$ cat src/rtl/core/chained_hash_set_engine_top_defines.svh
// Assertion macros for the chained hash set engine.
`ifndef CHAINED_HASH_SET_ENGINE_TOP_DEFINES_SVH
`define CHAINED_HASH_SET_ENGINE_TOP_DEFINES_SVH

// Clocked assertion with asynchronous reset disable.
`define CHS_ASSERT(lbl, prop, msg) \
  lbl: assert property (@(posedge clk_i) disable iff (!rst_ni) prop) else $error(msg);

// Clocked assertion that also holds during reset.
`define CHS_ASSERT_ALWAYS(lbl, prop, msg) \
  lbl: assert property (@(posedge clk_i) prop) else $error(msg);

`endif

$ cat src/rtl/core/chs_pkg.sv
// Package with the operation codes and sequencer states of the hash set engine.
`timescale 1ns / 1ps
`default_nettype none
package chs_pkg;

  localparam int unsigned KeyW   = 64;
  localparam int unsigned KindW  = 2;
  localparam int unsigned TotalW = 9;
  localparam int unsigned MixShift = 16;

  typedef enum logic [KindW-1:0] {
    OP_ADD    = 2'd0,
    OP_QUERY  = 2'd1,
    OP_REMOVE = 2'd2,
    OP_CLEAR  = 2'd3
  } op_e;

  typedef enum logic [3:0] {
    S_IDLE,
    S_HASH,
    S_BREAD,
    S_BHEAD,
    S_NREQ,
    S_NCHK,
    S_DECIDE,
    S_FREQ,
    S_FGET,
    S_WRITE,
    S_LINK,
    S_UNLINK,
    S_RESP
  } state_e;

endpackage
`default_nettype wire

$ cat src/rtl/core/chs_bucket_sel.sv
// Key mixer and bucket index unit: a mask for power-of-two counts, else a reciprocal remainder.
`timescale 1ns / 1ps
`default_nettype none
module chs_bucket_sel #(
  parameter int unsigned BUCKETS = 64
) (
  input  wire logic                        clk_i,
  input  wire logic                        rst_ni,
  input  wire logic                        start_i,
  input  wire logic [chs_pkg::KeyW-1:0]    key_i,
  output logic                             done_o,
  output logic [$clog2(BUCKETS)-1:0]       bucket_o
);
  import chs_pkg::*;

  localparam int unsigned BW = $clog2(BUCKETS);
  localparam bit IsPow2 = ((BUCKETS & (BUCKETS - 1)) == 0);

  logic [KeyW-1:0] mix;
  assign mix = key_i ^ (key_i >> MixShift);

  if (IsPow2) begin : g_mask
    logic          done_q;
    logic [BW-1:0] bkt_q;

    always_ff @(posedge clk_i or negedge rst_ni) begin
      if (!rst_ni) begin
        done_q <= 1'b0;
      end else begin
        done_q <= start_i;
      end
    end

    always_ff @(posedge clk_i) begin
      if (start_i) begin
        bkt_q <= mix[BW-1:0];
      end
    end

    assign done_o   = done_q;
    assign bucket_o = bkt_q;
  end else begin : g_recip
    // The remainder is built over 16-bit chunks of the mixed key. Each chunk is handled as
    // a multiply by the reciprocal of the bucket count, then a subtract and one correction.
    localparam int unsigned ChunkW = 16;
    localparam int unsigned Chunks = KeyW / ChunkW;
    localparam int unsigned CW     = $clog2(Chunks);
    localparam int unsigned VW     = BW + ChunkW;
    localparam logic [31:0] Recip  = 32'((64'd1 << 32) / 64'(BUCKETS));
    logic             busy_q;
    logic             phase_q;
    logic             done_q;
    logic [CW-1:0]    cnt_q;
    logic [KeyW-1:0]  sh_q;
    logic [BW-1:0]    rem_q;
    logic [VW-1:0]    val;
    logic [VW-1:0]    val_q;
    logic [VW+31:0]   prod_q;
    logic [VW-1:0]    quot;
    logic [VW-1:0]    back;
    logic [VW-1:0]    diff;
    logic [VW-1:0]    rem_next;

    assign val      = {rem_q, sh_q[KeyW-1 -: ChunkW]};
    assign quot     = prod_q[VW+31:32];
    assign back     = quot * VW'(BUCKETS);
    assign diff     = val_q - back;
    assign rem_next = (diff >= VW'(BUCKETS)) ? diff - VW'(BUCKETS) : diff;

    always_ff @(posedge clk_i or negedge rst_ni) begin
      if (!rst_ni) begin
        busy_q  <= 1'b0;
        phase_q <= 1'b0;
        done_q  <= 1'b0;
        cnt_q   <= '0;
      end else begin
        done_q <= 1'b0;
        if (start_i) begin
          busy_q  <= 1'b1;
          phase_q <= 1'b0;
          cnt_q   <= '0;
        end else if (busy_q) begin
          phase_q <= ~phase_q;
          if (phase_q) begin
            cnt_q <= cnt_q + CW'(1);
            if (cnt_q == CW'(Chunks - 1)) begin
              busy_q <= 1'b0;
              done_q <= 1'b1;
            end
          end
        end
      end
    end

    always_ff @(posedge clk_i) begin
      if (start_i) begin
        sh_q  <= mix;
        rem_q <= '0;
      end else if (busy_q) begin
        if (!phase_q) begin
          prod_q <= (VW + 32)'(val) * (VW + 32)'(Recip);
          val_q  <= val;
        end else begin
          rem_q <= rem_next[BW-1:0];
          sh_q  <= sh_q << ChunkW;
        end
      end
    end

    assign done_o   = done_q;
    assign bucket_o = rem_q;
  end

endmodule
`default_nettype wire

$ cat config.mk
export PLATFORM = sky130hd
export DESIGN_NAME = chs_bucket_sel
export DESIGN_NICKNAME = d
export VERILOG_FILES = /design/src/rtl/core/chained_hash_set_engine_top_defines.svh /design/src/rtl/core/chs_pkg.sv /design/src/rtl/core/chs_bucket_sel.sv
export SDC_FILE = /design/constraint.sdc
export NUM_CORES = 1
export LEC_CHECK = 0
export BUFFER_PORTS_ARGS = -buffer_cell sky130_fd_sc_hd__buf_2
export CELL_PAD_IN_SITES_DETAIL_PLACEMENT = 1
export CELL_PAD_IN_SITES_GLOBAL_PLACEMENT = 2
export CORE_UTILIZATION = 10
export CTS_BUF_LIST = sky130_fd_sc_hd__clkbuf_4
export DETAILED_ROUTE_END_ITERATION = 10
export PLACE_DENSITY_LB_ADDON = 0.2
export SLEW_MARGIN = 30
export SYNTH_ARGS = -nofsm -noshare
export SYNTH_HDL_FRONTEND = slang
export SYNTH_SLANG_ARGS = --single-unit
export TNS_END_PERCENT = 20
$ cat constraint.sdc
create_clock -name clk_i -period 1.15 [get_ports clk_i]
set_input_delay 0.23 -clock clk_i [delete_from_list [all_inputs] [get_ports clk_i]]
set_output_delay 0.23 -clock clk_i [all_outputs]
set_load 0.02 [all_outputs]
* Word level (Yosys, flattened, before mapping)
Index checks and enable logic that the tools add are counted.
Cells by class: bitwise logic cells 1
Operators by type and width (number):
- $xor 6x6->6 | 1
Word-level totals: bits in registers 7, input port bits 67, output and inout port bits 7

* Depth between registers and ports, before layout
Gate-level depths: netlist (run 1).
word-level depth 1, mapped depth 1, mapped depth without buffers 1

* Worst setup path before layout (run 1)
Ideal clock, no wire load.
path kind reg-to-output, from register g_mask.bkt_q[0] (netlist: bucket_o[0]), to output port bucket_o[0], arrival 449 ps, required time 920 ps, path slack 471 ps, stages on the path, launching flop included 1, path buffers 0, path through edfxtp_1
RTL lines:
- start, declared | line chs_bucket_sel.sv:24 | logic [BW-1:0] bkt_q;
- start signal, assigned | line chs_bucket_sel.sv:36 | bkt_q <= mix[BW-1:0];
- end, declared | line chs_bucket_sel.sv:12 | output logic [$clog2(BUCKETS)-1:0] bucket_o
No word-level cell between the ends.

* Worst setup path in the final report (run 1)
from register g_mask.bkt_q[0] (netlist: bucket_o[0]), to output port bucket_o[0]
No word-level cell between the ends.

==> results of run 1 <==
==> where the power goes <==
group	switching, W	leakage (nW)	total [W]	internal, W
logic	0.0000587	0.112	0.000102	0.0000430
registers	0.00000514	0.0704	0.000311	0.000306
clock network	0.0000909	0.0184	0.000247	0.000156
==> synthesized netlist by cell type, drive strengths merged <==
| cell type | n |
|---|---|
| edfxtp | 6 |
| xor2 | 6 |
| dfrtp | 1 |
==> path summary, 6_finish.rpt <==
path / slack [ps] / end
worst max-delay path: 140 / bucket_o[0]
worst min-delay path: 210 / done_o$_DFF_PN0_
min in group asynchronous: 290 / done_o$_DFF_PN0_
max in group asynchronous: 780 / done_o$_DFF_PN0_
==> final cells by class <==
type / instances / area (um^2)
fillers: 282 / 2010
well taps: 30 / 37.5
multi-input cells: 6 / 52.6
clock buffers: 4 / 30.0
repair buffers: 22 / 115
flip-flops and latches: 7 / 205
==> metrics by stage <==
step / instance area [um^2] / total power [W]
final: 440 / 0.000660
after global routing: 440 / 0.000693
after CTS: 440 / 0.000679
after detailed placement: 400 / 0.000418
after global placement: 400 / 0.000415
after floorplan: 258 / 0.000362
==> per-layer routing <==
| metal | wire [um] | GRT usage [%] |
|---|---|---|
| met5 | 0 | 0 |
| met4 | 0 | 3.95 |
| met3 | 75 | 3.77 |
| met2 | 286 | 6.54 |
| met1 | 209 | 3.79 |
==> sequential cells by signal, summed over array words and instances (netlist names) <==
signal and cells:
done_o 1, bucket_o 6
==> logic make-up after synthesis <==
family    count (synthesis)  share of synthesized area [%]
xor+xnor                  6                           20.4
flops                     7                           79.6
==> run_results.csv, run 1 <==
group,metric,value,unit
placed_design,place_ws,403,ps
die,initial_core_util,10.5,%
setup_path,cp_max_fo,1,
logic_synthesis,syn-num-nets,80,
clocking,clockRootBuffer,"clkbuf_4",
setup_path,path_class,"flop to primary output",
cells_and_area,finalNonFillerCells,69,
clocking,ctsResizeCount,0,
clocking,cts_setup_buffers,0,
timing,fin_tns_setup,0,ps
setup_path,required,920,ps
logic_synthesis,yosys-top-cells-area,"edfxtp_1, xor2_1, dfrtp_1",
clocking,cts.sinks,7,
logic_synthesis,postSynthAreaPerCell,19.8,um^2
placed_design,placed_cells,64,
cells_and_area,n_antenna_cell,0,
die,design.core.area,2450,um^2
timing,period_share,87.5,%
route,viasPerCell,2.75,
setup_path,cp.depth,1,
setup_path,startpoint,"bucket_o[0]$_DFFE_PP_",
logic_synthesis,yosysUniqueCellTypes,3,
cells_and_area,final_common_cell,"buf_2",
logic_synthesis,synth_seq_area_share,79.6,%
die,die_w,52.8,um
timing,maxSlewViolCount,0,
timing,finalSetupViolations,0,
grt,grt.total_usage,4.49,%
setup_path,cp_slowest_cell,"edfxtp_1",
route,drtIter0Drc,1,
clocking,cts_hold_buf,1,
cells_and_area,final_cell_mix,"buf_2, xor2_1, edfxtp_1",
die,die_h,52.8,um
cells_and_area,drive_above_1_share,64.1,%
timing,fmax,994,MHz
timing,hold_viol,0,
logic_synthesis,yosys.area.top_type,"edfxtp_1",
timing,fin_ws,144,ps
setup_path,startpoint_type,"flop",
grt,grt_overflow,0,
timing,period_minus_slack,1010,ps
cells_and_area,post-route-util,17.9,%
placed_design,gp_congestion,0.522,
setup_path,cpPeakStageDelay,360,ps
worst_hold_path,hold_path.startpoint,"start_i",
timing,maxSlewHeadroom,88.8,%
worst_hold_path,hp-class,"input port to flop",
grt,grt_pass1_vias,173,
grt,grt_max_degree,8,
clocking,path_clk_slew,60,ps
power_and_ir_drop,p_leak,0.201,nW
cells_and_area,nNetsFinal,107,
die,pin_count,74,
cells_and_area,areaGrowthSynthToFinish,70.9,%
setup_path,crit_path_cell_trace,"buf_2",
power_and_ir_drop,ir_drop,0.383,mV
worst_hold_path,hold_depth,1,
setup_path,path_delay_family,"flip-flops",
power_and_ir_drop,powerDensity,1500,nW/um^2
logic_synthesis,syn_inst,13,
route,vias,190,
clocking,cts_tree,"done",
setup_path,crit_path_end_kind,"primary output",
placed_design,io_buffers,21,
die,row_count,18,
route,wire_per_inst,8.28,um
grt,antenna_found_initial,0,
clocking,numCtsBuffers,3,
die,die_area,2780,um^2
route,routed_wl,571,um
flow_run,drv_cap,0,
timing,rsz0062_at_grt,"false",
clocking,clockBufferDepth,2,
setup_path,critical_path_arrival,780,ps
logic_synthesis,synth_area,258,um^2
run_status,outcome,"finished clean",
clocking,htree_levels,1,
route,antenna_left,0,
logic_synthesis,netlist.area_leader.share,69.9,%
timing,worst_slew_pin_slew,168,ps
logic_synthesis,synth-seq-cells,7,
route,first_pass_iters,2,
logic_synthesis,yosys_warnings,0,
timing,worst_hold_slack,207,ps
route,drc,0,
setup_path,crit_buf_inv,1,
grt,grt_pass1_wl,759,um
(Power assumes the default switching activity.)
==> run 2: changes to the inputs <==
--- a/config.mk
+++ b/config.mk
@@ -5,12 +5,13 @@
 export SDC_FILE = /design/constraint.sdc
 export NUM_CORES = 1
 export LEC_CHECK = 0
-export BUFFER_PORTS_ARGS = -buffer_cell sky130_fd_sc_hd__buf_2
+export ABC_CLOCK_PERIOD_IN_PS = 850
 export CELL_PAD_IN_SITES_DETAIL_PLACEMENT = 1
 export CELL_PAD_IN_SITES_GLOBAL_PLACEMENT = 2
-export CORE_UTILIZATION = 10
+export CORE_UTILIZATION = 19
 export CTS_BUF_LIST = sky130_fd_sc_hd__clkbuf_4
 export DETAILED_ROUTE_END_ITERATION = 10
+export DONT_BUFFER_PORTS = 1
 export PLACE_DENSITY_LB_ADDON = 0.2
 export SLEW_MARGIN = 30
 export SYNTH_ARGS = -nofsm -noshare
==> constraint.sdc (replaced) <==
create_clock -name clk_i -period 0.85 [get_ports clk_i]
set_input_delay 0.17 -clock clk_i [delete_from_list [all_inputs] [get_ports clk_i]]
set_output_delay 0.17 -clock clk_i [all_outputs]
set_load 0.02 [all_outputs]
==> run_results.csv, run 2 (synthesis results as in run 1) <==
group,metric,value,unit
setup_path,crit_path_end_kind,"primary output",
run_status,outcome,"complete, but fails checks",
timing,fin_tns_setup,-215,ps
grt,grt_max_degree,8,
power_and_ir_drop,powerDensity,2510,nW/um^2
clocking,clockBufferDepth,2,
cells_and_area,fill_cells,130,
timing,worst_hold_slack,34.0,ps
timing,maxSlewViolCount,0,
route,vias,127,
cells_and_area,largest_register_ffs,6,
setup_path,cp_max_fo,1,
placed_design,detailed_place_hpwl,288,um
clocking,path_clk_slew,50,ps
route,drc,0,
clocking,cts.sinks,7,
setup_path,startpoint,"bucket_o[4]$_DFFE_PP_",
grt,met2_usage,8.75,%
cells_and_area,n_antenna_cell,0,
route,drtIter0Drc,1,
die,die_w,38.8,um
timing,fin_ws,-43.6,ps
grt,grt_pass1_vias,139,
timing,rsz0062_at_grt,"true",
clocking,clockRootBuffer,"clkbuf_4",
flow_run,drv_cap,0,
cells_and_area,areaGrowthSynthToFinish,26.7,%
cells_and_area,drive_above_1_share,26.3,%
die,die_area,1510,um^2
die,pin_count,74,
timing,fmax,1120,MHz
timing,hold_viol,0,
placed_design,placed_cells,27,
die,row_count,12,
clocking,htree_levels,1,
worst_hold_path,hp-class,"input port to flop",
placed_design,gp_congestion,0.525,
route,first_pass_iters,2,
grt,antenna_found_initial,0,
die,die_h,38.8,um
setup_path,required,680,ps
run_status,violations,"setup timing",
grt,grt_overflow,0,
route,routed_wl,382,um
die,design.core.area,1190,um^2
grt,use_met3,4.05,%
setup_path,cp.depth,0,
route,antenna_left,0,
cells_and_area,post-route-util,27.5,%
die,initial_core_util,21.7,%
route,viasPerCell,3.85,
cells_and_area,seq_area,206,um^2
timing,finalSetupViolations,7,
cells_and_area,nNetsFinal,87,
cells_and_area,multiInputGateArea,52.6,um^2
clocking,cts_tree,"done",
cells_and_area,finalNonFillerCells,33,
power_and_ir_drop,p_leak,0.122,nW
setup_path,startpoint_type,"flop",
power_and_ir_drop,ir_drop,0.526,mV
grt,gr-usage-met1,6.05,%
grt,grt.busiest_layer,"met2",
timing,worst_slew_pin_slew,212,ps
placed_design,io_buffers,0,
timing,maxSlewHeadroom,85.9,%
clocking,numCtsBuffers,3,
timing,period_share,105,%
timing,period_minus_slack,894,ps
setup_path,cp-endpoint,"bucket_o[4]",
setup_path,path_class,"flop to primary output",
grt,grt.total_usage,6.51,%
cells_and_area,final_cell_mix,"xor2_1, edfxtp_1, clkbuf_4",
grt,grt_pass1_wl,558,um
route,wire_per_inst,11.6,um
setup_path,critical_path_arrival,720,ps
==> run 2: final cells by class <==
cell class | count | area share (%)
Sequential cell | 7 | 63.2
Multi-Input combinational cell | 6 | 16.1
Clock buffer | 4 | 9.20
Timing Repair Buffer | 2 | 6.13
Tap cell | 14 | 5.36
==> run 2: timing repair <==
action | CTS | global route
endpoints found under the hold margin | 2 | 0
setup endpoints to repair | 7 | 7
hold buffers | 2 | 0
setup buffers | 0 | 0
pin swaps | 0 | 0
resized for setup | 0 | 1
==> run 2: worst min path at each step <==
stage,startpoint,to,slack [ps],cells after the start
floorplan,rst_ni,done_o$_DFF_PN0_,-130,0
global route,start_i,bucket_o[4]$_DFFE_PP_,20,0
global placement,rst_ni,done_o$_DFF_PN0_,-130,0
CTS,start_i,bucket_o[4]$_DFFE_PP_,30,0
detailed placement,rst_ni,done_o$_DFF_PN0_,-130,0
finish,start_i,bucket_o[4]$_DFFE_PP_,30,0
==> run 2: where the power goes <==
group          internal, W  total [W]  switching, W
clock network     0.000210   0.000325      0.000115
logic            0.0000180  0.0000257    0.00000770
registers         0.000418   0.000470     0.0000521
==> run 2: through the flow <==
step	power [W]	cell area (um^2)	setup WS, ps
2_1_floorplan	0.000490	258	231
3_3_place_gp	0.000496	275	218
3_5_place_dp	0.000496	275	214
4_1_cts	0.000842	325	-57.7
5_1_grt	0.000870	327	-69.2
6_report	0.000821	327	-43.6
==> run 2: per-layer routing <==
metal  share of wire (%)  vias to the layer above
met2                  51                       12
met4                   0                        0
li1                    -                       56
met5                   0                        -
met1                  35                       59
met3                  13                        0
==> run 3: changes to the inputs <==
--- a/config.mk
+++ b/config.mk
@@ -5,12 +5,13 @@
 export SDC_FILE = /design/constraint.sdc
 export NUM_CORES = 1
 export LEC_CHECK = 0
-export ABC_CLOCK_PERIOD_IN_PS = 850
+export ABC_CLOCK_PERIOD_IN_PS = 900
 export CELL_PAD_IN_SITES_DETAIL_PLACEMENT = 1
 export CELL_PAD_IN_SITES_GLOBAL_PLACEMENT = 2
-export CORE_UTILIZATION = 19
+export CORE_AREA = 2 2 39 41
 export CTS_BUF_LIST = sky130_fd_sc_hd__clkbuf_4
 export DETAILED_ROUTE_END_ITERATION = 10
+export DIE_AREA = 0 0 41 43
 export DONT_BUFFER_PORTS = 1
 export PLACE_DENSITY_LB_ADDON = 0.2
 export SLEW_MARGIN = 30
==> constraint.sdc (replaced) <==
create_clock -name clk_i -period 0.9 [get_ports clk_i]
set_input_delay 0.18 -clock clk_i [delete_from_list [all_inputs] [get_ports clk_i]]
set_output_delay 0.18 -clock clk_i [all_outputs]
set_load 0.02 [all_outputs]
==> run_results.csv, run 3 (synthesis results as in run 1) <==
group,metric,value,unit
run_status,outcome,"complete, but fails checks",
run_status,violations,"setup timing",
route,viasPerCell,3.86,
timing,worst_slew_pin_slew,216,ps
timing,maxSlewViolCount,0,
route,routed_wl,433,um
grt,grt_pass1_vias,157,
timing,rsz0062_at_grt,"true",
placed_design,gp_congestion,0.467,
clocking,clockRootBuffer,"clkbuf_4",
route,first_pass_iters,2,
route,dr_wl_met2,217,um
setup_path,startpoint_type,"flop",
route,drtIter0Drc,1,
die,row_count,14,
power_and_ir_drop,p_switching,0.000169,W
cells_and_area,design_area,329,um^2
cells_and_area,fill_cells,150,
route,met1_length,139,um
power_and_ir_drop,swShare,21.6,%
timing,maxSlewHeadroom,85.6,%
timing,finalSetupViolations,4,
power_and_ir_drop,p_int,0.000611,W
setup_path,required,720,ps
route,wire_per_inst,12.4,um
power_and_ir_drop,p_clk_share,39.7,%
clocking,path_clk_slew,50,ps
cells_and_area,final_cell_mix,"xor2_1, edfxtp_1, clkbuf_4",
timing,fmax,1100,MHz
setup_path,path_class,"flop to primary output",
flow_run,drv_cap,0,
cells_and_area,multiInputGateArea,52.6,um^2
die,die_area,1760,um^2
timing,fin_tns_setup,-16.1,ps
cells_and_area,post-route-util,23.8,%
worst_hold_path,hold_depth,0,
cells_and_area,largest_register_ffs,6,
cells_and_area,areaGrowthSynthToFinish,27.7,%
clocking,numCtsBuffers,3,
route,antenna_left,0,
setup_path,critical_path_arrival,730,ps
route,drc,0,
timing,period_minus_slack,907,ps
grt,antenna_found_initial,0,
power_and_ir_drop,pwr-share-seq,57.1,%
grt,grt_overflow,0,
cells_and_area,drive_above_1_share,26.3,%
cells_and_area,nNetsFinal,87,
route,wl_met3,76,um
die,die_w,41,um
route,vias,135,
worst_hold_path,hold_path.startpoint,"start_i",
worst_hold_path,whs_endpoint,"bucket_o[3]$_DFFE_PP_",
die,die_h,43,um
timing,period_share,101,%
clocking,cts_setup_buffers,0,
die,pin_count,74,
route,highest_layer,"met3",
power_and_ir_drop,powerDensity,2370,nW/um^2
die,design.core.area,1380,um^2
clocking,cts_tree,"done",
placed_design,place_area,278,um^2
timing,fin_ws,-6.90,ps
grt,grt.total_usage,7.46,%
power_and_ir_drop,total_power,0.000780,W
timing,hold_viol,0,
cells_and_area,n_antenna_cell,0,
grt,grt_pass1_wl,717,um
power_and_ir_drop,ir_drop,0.686,mV
worst_hold_path,hp-class,"input port to flop",
clocking,htree_levels,1,
grt,grt_max_degree,8,
cells_and_area,seq_area,206,um^2
setup_path,crit_path_end_kind,"primary output",
timing,worst_hold_slack,40.4,ps
placed_design,io_buffers,0,
power_and_ir_drop,p_leak,0.122,nW
power_and_ir_drop,pwr-share-comb,3.2,%
die,initial_core_util,18.6,%
setup_path,cp_max_fo,1,
clocking,clockBufferDepth,2,
clocking,cts.sinks,7,
==> run 3: cell counts in the layout (fill, tap and decap cells not counted) <==
Identical to the previous run, type by type.
==> run 3: how the worst max path moves through the flow <==
stage / start / end / slack (ps) / cells after the start
2_1_floorplan: bucket_o[0]$_DFFE_PP_ / bucket_o[0] / 270 / 0
3_5_place_dp: bucket_o[5]$_DFFE_PP_ / bucket_o[5] / 250 / 0
4_1_cts: bucket_o[5]$_DFFE_PP_ / bucket_o[5] / -30 / 0
6_report: bucket_o[5]$_DFFE_PP_ / bucket_o[5] / -7 / 0
3_3_place_gp: bucket_o[5]$_DFFE_PP_ / bucket_o[5] / 250 / 0
5_1_grt: bucket_o[2]$_DFFE_PP_ / bucket_o[2] / -60 / 0
==> run 3: power by group through the flow <==
stage                     sequential [W]  clock [W]  combinational, W
after floorplan                 0.000448          0         0.0000152
after global placement          0.000452          0         0.0000172
after detailed placement        0.000453          0         0.0000181
after CTS                       0.000446   0.000332         0.0000254
after global routing            0.000450   0.000359         0.0000300
final                           0.000446   0.000309         0.0000247
==> run 3: final cells by class <==
type / count / share of cell area (%)
Timing Repair Buffer: 2 / 6.08
Multi-Input combinational cell: 6 / 16.0
Tap cell: 16 / 6.08
Sequential cell: 7 / 62.7
Clock buffer: 4 / 9.13
==> run 3: routing by layer <==
layer  up-vias  global-route usage, %
met5         -                      0
met4         0                   6.00
met3         0                   10.5
met2        16                   9.06
met1        61                   5.21
li1         58                      -
==> run 3: per-stage QoR <==
step / cells / setup slack (ps)
2_1_floorplan: 13 / 271
3_3_place_gp: 29 / 253
3_5_place_dp: 29 / 250
4_1_cts: 35 / -31.1
5_1_grt: 35 / -56.2
6_report: 35 / -6.90
==> run 3: repair_timing <==
action	in CTS	in global routing
hold buffers	2	0
gates resized for setup	0	1
pin swaps	0	0
endpoints found under the setup margin	6	7
hold endpoints to repair	2	0
